==> src/hdl/tlfa_pkg.sv <==
// Shared types and constants for the timed lowest-free unit allocator.
package tlfa_pkg;

    // Widths of the word fields
    localparam int unsigned TIME_W  = 32;
    localparam int unsigned COUNT_W = 7;
    localparam int unsigned HOLD_W  = 16;
    localparam int unsigned SUM_W   = 12;
    localparam int unsigned MASK_W  = 64;

    // Width of the count that travels along the cell row; holds up to 511 units
    localparam int unsigned CNT_W   = 9;

    // Register reset value of units in service
    localparam logic [COUNT_W-1:0] UNITS_RESET = 7'd64;

    typedef struct packed {
        logic [TIME_W-1:0]  request_time;
        logic [COUNT_W-1:0] unit_count;
        logic [HOLD_W-1:0]  hold_time;
    } t_in_word;

    typedef struct packed {
        logic               granted;
        logic [SUM_W-1:0]   id_sum;
        logic [MASK_W-1:0]  granted_mask;
    } t_out_word;

    // Wave handed from cell to cell: a scan pulse counts free units, a fill
    // pulse carries the units still wanted and the running id sum
    typedef struct packed {
        logic               scan;
        logic               fill;
        logic [CNT_W-1:0]   cnt;
        logic [SUM_W-1:0]   sum;
    } t_wave;

    typedef enum logic [2:0] {
        ST_IDLE,
        ST_LAUNCH_SCAN,
        ST_SCAN,
        ST_LAUNCH_FILL,
        ST_FILL,
        ST_DONE
    } t_state;

endpackage

==> src/hdl/tlfa_cell.sv <==
// One unit of the pool: busy flag, release time and one stage of the wave.
module tlfa_cell (
    input  logic                           i_clk,
    input  logic                           i_rst_n,
    input  logic                           i_clear,
    input  logic                           i_in_pool,
    input  logic [tlfa_pkg::SUM_W-1:0]     i_unit_num,
    input  logic [tlfa_pkg::TIME_W-1:0]    i_now,
    input  logic [tlfa_pkg::TIME_W-1:0]    i_rel_time,
    input  tlfa_pkg::t_wave                i_wave,
    output tlfa_pkg::t_wave                o_wave,
    output logic                           o_grant
);

    logic                          r_busy;
    logic                          n_busy;
    logic [tlfa_pkg::TIME_W-1:0]   r_rel_time;
    logic                          r_grant;
    tlfa_pkg::t_wave               r_wave;
    tlfa_pkg::t_wave               n_wave;
    logic                          w_expired;
    logic                          w_free;
    logic                          w_take;

    // Decide release and take for this unit
    always_comb begin
        w_expired = i_in_pool && r_busy && (r_rel_time <= i_now);
        w_free    = i_in_pool && (!r_busy || w_expired);
        w_take    = i_in_pool && !r_busy && (i_wave.cnt != '0);
    end

    // Update the wave passing through and the busy flag
    always_comb begin
        n_wave = i_wave;
        if (i_wave.scan) begin
            n_wave.cnt = i_wave.cnt + tlfa_pkg::CNT_W'(w_free);
        end else if (i_wave.fill && w_take) begin
            n_wave.cnt = i_wave.cnt - tlfa_pkg::CNT_W'(1);
            n_wave.sum = i_wave.sum + i_unit_num;
        end

        priority if (i_clear) begin
            n_busy = 1'b0;
        end else if (i_wave.scan && w_expired) begin
            n_busy = 1'b0;
        end else if (i_wave.fill && w_take) begin
            n_busy = 1'b1;
        end else begin
            n_busy = r_busy;
        end
    end

    // Hold state and forward the wave
    always_ff @(posedge i_clk) begin
        if (!i_rst_n) begin
            r_busy  <= 1'b0;
            r_grant <= 1'b0;
            r_wave  <= '0;
        end else begin
            r_busy <= n_busy;
            r_wave <= n_wave;
            if (i_wave.fill) begin
                r_grant <= w_take;
            end
        end
    end

    // Store the release time of a granted unit
    always_ff @(posedge i_clk) begin
        if (i_wave.fill && w_take) begin
            r_rel_time <= i_rel_time;
        end
    end

    assign o_wave  = r_wave;
    assign o_grant = r_grant;

endmodule

==> config.mk <==
export PLATFORM = sky130hd
export DESIGN_NAME = tlfa_cell
export DESIGN_NICKNAME = d
export VERILOG_FILES = /design/src/hdl/tlfa_pkg.sv /design/src/hdl/tlfa_cell.sv
export SDC_FILE = /design/constraint.sdc
export NUM_CORES = 1
export LEC_CHECK = 0
export ABC_AREA = 1
export BUFFER_PORTS_ARGS = -buffer_cell sky130_fd_sc_hd__clkbuf_2
export CAP_MARGIN = 20
export CORE_MARGIN = 3
export CORE_UTILIZATION = 39
export CTS_CLUSTER_SIZE = 28
export DETAILED_ROUTE_END_ITERATION = 16
export GPL_TIMING_DRIVEN = 0
export PLACE_DENSITY = 0.68
export RECOVER_POWER = 25
export SYNTH_ARGS = -nofsm -noshare
export SYNTH_HDL_FRONTEND = slang
export SYNTH_SLANG_ARGS = --single-unit
==> constraint.sdc <==
create_clock -name i_clk -period 2.25 [get_ports i_clk]
set_input_delay 0.5625 -clock i_clk [delete_from_list [all_inputs] [get_ports i_clk]]
set_output_delay 0.5625 -clock i_clk [all_outputs]
set_load 0.01 [all_outputs]
Word-level counts from Yosys, hierarchy flattened

Index checks and enable logic that the tools add are counted.

Bits in registers: 57
Input bits: 103

$add $sub $neg: 3
Order comparisons: 1
Mux-type cells: 3
Bitwise operators: 1
Reduce and logical (&&, ||, !) cells: 11

Operators with widths:

| kind                  | number |
|---|---|
| $le A32 B32 Y1        | 1 |
| $mux W21              | 1 |
| $add A12 B12 Y12      | 1 |
| $mux W12              | 1 |
| $add A9 B1 Y9         | 1 |
| $mux W9               | 1 |
| $reduce_bool A9 Y1    | 1 |
| $sub A9 B1 Y9 const B | 1 |
| $logic_and A1 B1 Y1   | 7 |
| $reduce_or A3 Y1      | 1 |
| $logic_not A1 Y1      | 1 |
| $logic_or A1 B1 Y1    | 1 |
| $not A1 Y1            | 1 |

Logic depth before layout (Yosys ltp)

Depth in word-level cells: 6
Mapped depth: 24

Least setup slack after synthesis

OpenSTA, ideal clock, no wires.

Kind: input -> register
Start: input port i_now[23] (netlist bit)
End: register r_wave (netlist bit o_wave[18])
Setup time: 0.116 ns
Arrival time: 2.283 ns
Required time: 2.134 ns
Path slack: -0.149 ns
Stages on the path: 19
Cells stage by stage: inv_1 ha_1 nand3_1 nor2_1 nand4_1 nor2_1 nand2_1 nand2_1 nand3_1 nand2_1 inv_1 ha_1 ha_1 nand3_1 nor2_1 nand2_1 nand2_1 o21ai_0 nor2_1

Word-level cells in the longest chain between the ends: 6

RTL lines:

| what                   | line            | text |
|---|---|---|
| start: declaration     | tlfa_cell.sv:8  | `input logic [tlfa_pkg::TIME_W-1:0] i_now,` |
| $le A32 B32 Y1         | tlfa_cell.sv:27 | `w_expired = i_in_pool && r_busy && (r_rel_time <= i_now);` |
| $logic_and A1 B1 Y1    | tlfa_cell.sv:27 |  |
| $logic_or A1 B1 Y1     | tlfa_cell.sv:28 | `w_free = i_in_pool && (!r_busy \|\| w_expired);` |
| $logic_and A1 B1 Y1    | tlfa_cell.sv:28 |  |
| $add A9 B1 Y9          | tlfa_cell.sv:36 | `n_wave.cnt = i_wave.cnt + tlfa_pkg::CNT_W'(w_free);` |
| $mux W9                | tlfa_cell.sv:35 | `if (i_wave.scan) begin` |
| end signal: assignment | tlfa_cell.sv:61 | `r_wave <= n_wave;` |
| end: declaration       | tlfa_cell.sv:19 | `tlfa_pkg::t_wave r_wave;` |

Every way passes these cells.
A chain may end at the register's enable or synchronous reset.

Worst setup path after layout

Start: register r_rel_time[15] (netlist bit)
End: register r_wave (netlist bit o_wave[16])

Word-level cells in the longest chain between the ends: 6

RTL lines:

| what                     | line            | text |
|---|---|---|
| start: declaration       | tlfa_cell.sv:17 | `logic [tlfa_pkg::TIME_W-1:0] r_rel_time;` |
| start signal: assignment | tlfa_cell.sv:71 | `r_rel_time <= i_rel_time;` |
| $le A32 B32 Y1           | tlfa_cell.sv:27 |  |
| $logic_and A1 B1 Y1      | tlfa_cell.sv:27 |  |
| $logic_or A1 B1 Y1       | tlfa_cell.sv:28 |  |
| $logic_and A1 B1 Y1      | tlfa_cell.sv:28 |  |
| $add A9 B1 Y9            | tlfa_cell.sv:36 |  |
| $mux W9                  | tlfa_cell.sv:35 |  |

Every way passes these cells.

==> metrics.md <==
| Metric | Value |
|---|---|
| Area share of the largest cell type after synthesis | 27.1% |
| Most frequent cells in the layout | 125 x clkbuf_2, 82 x nand2_1, 52 x inv_1 |
| Slew Viols, Final | 0 |
| Leak Pwr | 0.00247 uW |
| Initial core utilization | 40.4% |
| Area grow syn2layout | 41.4% |
| Switching power | 751 uW |
| Most common cell after layout, fill and taps aside | clkbuf_2 |
| Final Setup Violations | 7 |
| Root Buffer | clkbuf_8 |
| Initial DRT Pass Iterations | 5 |
| Pwr/cell area | 539 nW/um^2 |
| H-tree Lvls | 3 |
| Fin crit period | 2.35 ns |
| Final wirelength | 8740 microns |
| Mapped Nets | 577 |
| Number of routed nets with antenna violations | 0 |
| First-pass GRT wire length | 13900 microns |
| Status | complete, but fails checks |
| Worst Path Max Fanout | 2 |
| Logic pwr share | 22.4% |
| Initial antenna violation count | 0 |
| FP Rows | 34 |
| Avg Inst Size Synth | 8.29 sq um |
| Maximum root-to-sink buffer count | 2 |
| Ys async rst share | 0% |
| Final Hold Vio Count | 0 |
| Post-layout util | 57.1% |
| Worst vdd ir | 0.255 mV |
| RSZ-0062 raised after global routing | true |
| Switch share | 27.9% |
| CP Launch Type | flop |
| Placer's final routability congestion estimate | 0.852 |
| # diodes | 0 |
| Internal power | 1950 uW |
| Arr. time, crit path | 2.57 ns |
| Top Ports | 127 |
| Fin nets | 723 |
| Core area | 8760 sq um |
| Top post-synthesis cells by area | edfxtp_1 27%, ha_1 16%, dfxtp_1 14%, nand2_1 9.6%, inv_1 7.7% |
| Num CTS Buffers | 9 |
| Reg power frac | 43.9% |
| Sequential share of the synthesized area | 41.3% |
| Die W | 101 microns |
| Total clock sinks | 57 |
| # DRC | 0 |
| Final Worst Setup Slack | -0.0987 ns |
| Final setup skew | 0.00720 ns |
| CP endpoint kind | flop |
| Failing checks | setup timing |
| Total GRT Usage | 17.0% |
| Clock power frac | 33.7% |
| Vias per Instance | 4.77 |
| Post-route cell area | 5010 sq um |
| Final HPWL DP | 6870 microns |
| Hold WC Path Type | in2reg |
| Unique masters post-synth | 38 |
| Top cell type by total area after synthesis | edfxtp_1 |
| Synthesis-stage register bit count | 57 |
| Class of the most critical setup path | reg2reg |
| Post-synth top flop | edfxtp_1 |
| DR iter-0 viols | 58 |
| Largest net degree at the start of global routing | 36 |
| WP data required | 2.47 ns |
| DR WL/cell | 12.7 microns |
| Final period util | 104% |
| Layout cells sized above 1 | 41.7% |
| Max Cap Viol | 0 |
| TritonCTS clock tree | yes |
| YS warnings | 0 |
| I/O Buffers | 125 |
| Total gr overflow | 0 |
| Vias | 3272 |
| Post-synthesis cell area | 3540 sq um |
| Worst slew margin | 68.8% |
| Die height | 101 microns |
| Post-synth EDFFs | 32 |
| Mapped Cells | 427 |
| Area after DPL | 4590 sq um |
| Clk_lat worst skew | 0.33 ns |
| Die area | 10300 sq um |
| Fmax | 426 MHz |
| Vias in the first global route | 3262 |
| Clock-pin slew on the worst setup and hold paths | 0.07 ns |
| # hold bufs at CTS | 0 |
| Worst slew pin tran | 0.468 ns |
[through the flow]
stage / std cells / total power, uW / setup WS (ns) / setup TNS, ns / hold slack [ns]
2_1_floorplan: 427 / 1540 / -0.0584 / -0.112 / 0.488
3_3_place_gp: 660 / 1740 / -0.496 / -7.36 / 0.457
3_5_place_dp: 660 / 1760 / -0.561 / -9.41 / 0.475
4_1_cts: 684 / 2710 / -0.147 / -0.649 / 0.388
5_1_grt: 686 / 2850 / -0.263 / -1.88 / 0.384
6_report: 686 / 2700 / -0.0987 / -0.504 / 0.405
[cells by family (layout without fill, tap and decap cells)]
| logic type | Yosys count | count (layout) | synth area share [%] |
|---|---|---|---|
| adder cells (fa/ha/maj) | 47 | 47 | 16.8 |
| XOR/XNOR | 6 | 6 | 1.48 |
| flip-flops | 57 | 57 | 41.3 |
| buffers and inverters | 79 | 230 | 9.12 |
| AO/OA/AOI/OAI | 65 | 65 | 10.0 |
| AND/OR/NAND/NOR | 173 | 173 | 21.3 |
[power groups by stage]
| stage | clock network, uW | registers (uW) | logic (uW) |
|---|---|---|---|
| after global placement | 0 | 1200 | 532 |
| final | 909 | 1180 | 604 |
| after CTS | 939 | 1180 | 588 |
| after floorplan | 0 | 1220 | 320 |
| after global routing | 978 | 1190 | 687 |
| after detailed placement | 0 | 1210 | 549 |
[synth_stat cells, types with 2 or more instances]
cell and number:
a21oi_1 30, dfxtp_1 25, nand2_2 2, xor2_1 3, nand3_1 20, nand4_1 5, ha_1 46, nand2_4 3
o21a_1 2, nor2_1 43, xnor2_1 3, inv_1 73, a31oi_1 2, a21o_1 3, nor3_1 2, edfxtp_1 32
nand2_1 91, o21ai_0 22
[worst max-delay path: stages, from the launching register on]
cell	delay [ns]
edfxtp_1	0.42
ha_4	0.26
a21oi_1	0.17
o21ai_1	0.11
a21oi_2	0.13
nand2_1	0.08
nand2_2	0.06
nand2_2	0.06
nand3_2	0.06
nand2_2	0.05
inv_2	0.06
ha_4	0.13
ha_4	0.15
nand3_4	0.07
buf_4	0.14
o22ai_4	0.14
nand2_1	0.06
nand2_1	0.05
nor2_1	0.04
[worst paths after layout]
kind / startpoint / cells past startpoint / end / slack [ns]
setup reg to reg: r_rel_time[15] / 18 / o_wave[16] / -0.1
hold reg to reg: o_grant / 2 / o_grant / 0.49
hold / removal: i_rel_time[6] / 1 / r_rel_time[6] / 0.41
setup / recovery: r_rel_time[15] / 18 / o_wave[16] / -0.1
[final cells by class]
cell class	count	area, sq um
plain buffers	4	38.8
clock buffers	12	135
clock inverters	4	43.8
fillers	826	3760
inverters	75	307
multi-input cells	291	2180
flip-flops and latches	57	1460
well taps	108	135
repair buffers	135	701
[per-layer routing]
metal  routed length (microns)  vias up  GRT usage [%]
li1                          -     1692              -
met1                      3760     1479           20.0
met2                      4240       94           29.8
met3                       653        7           5.72
met4                        86        0           4.09
met5                         0        -              0
[timing repair]
item | 4_1_cts | 5_1_grt
resized for setup | 21 | 22
pin swaps | 21 | 11
setup endpoints to repair | 8 | 10
setup buffers | 8 | 2
[flip-flops by register name, indices dropped and copies added, names as in the netlist]
| signal | cells |
|---|---|
| r_busy | 1 |
| o_grant | 1 |
| r_rel_time | 32 |
| o_wave | 23 |
Power figures use the tool's default switching activity.
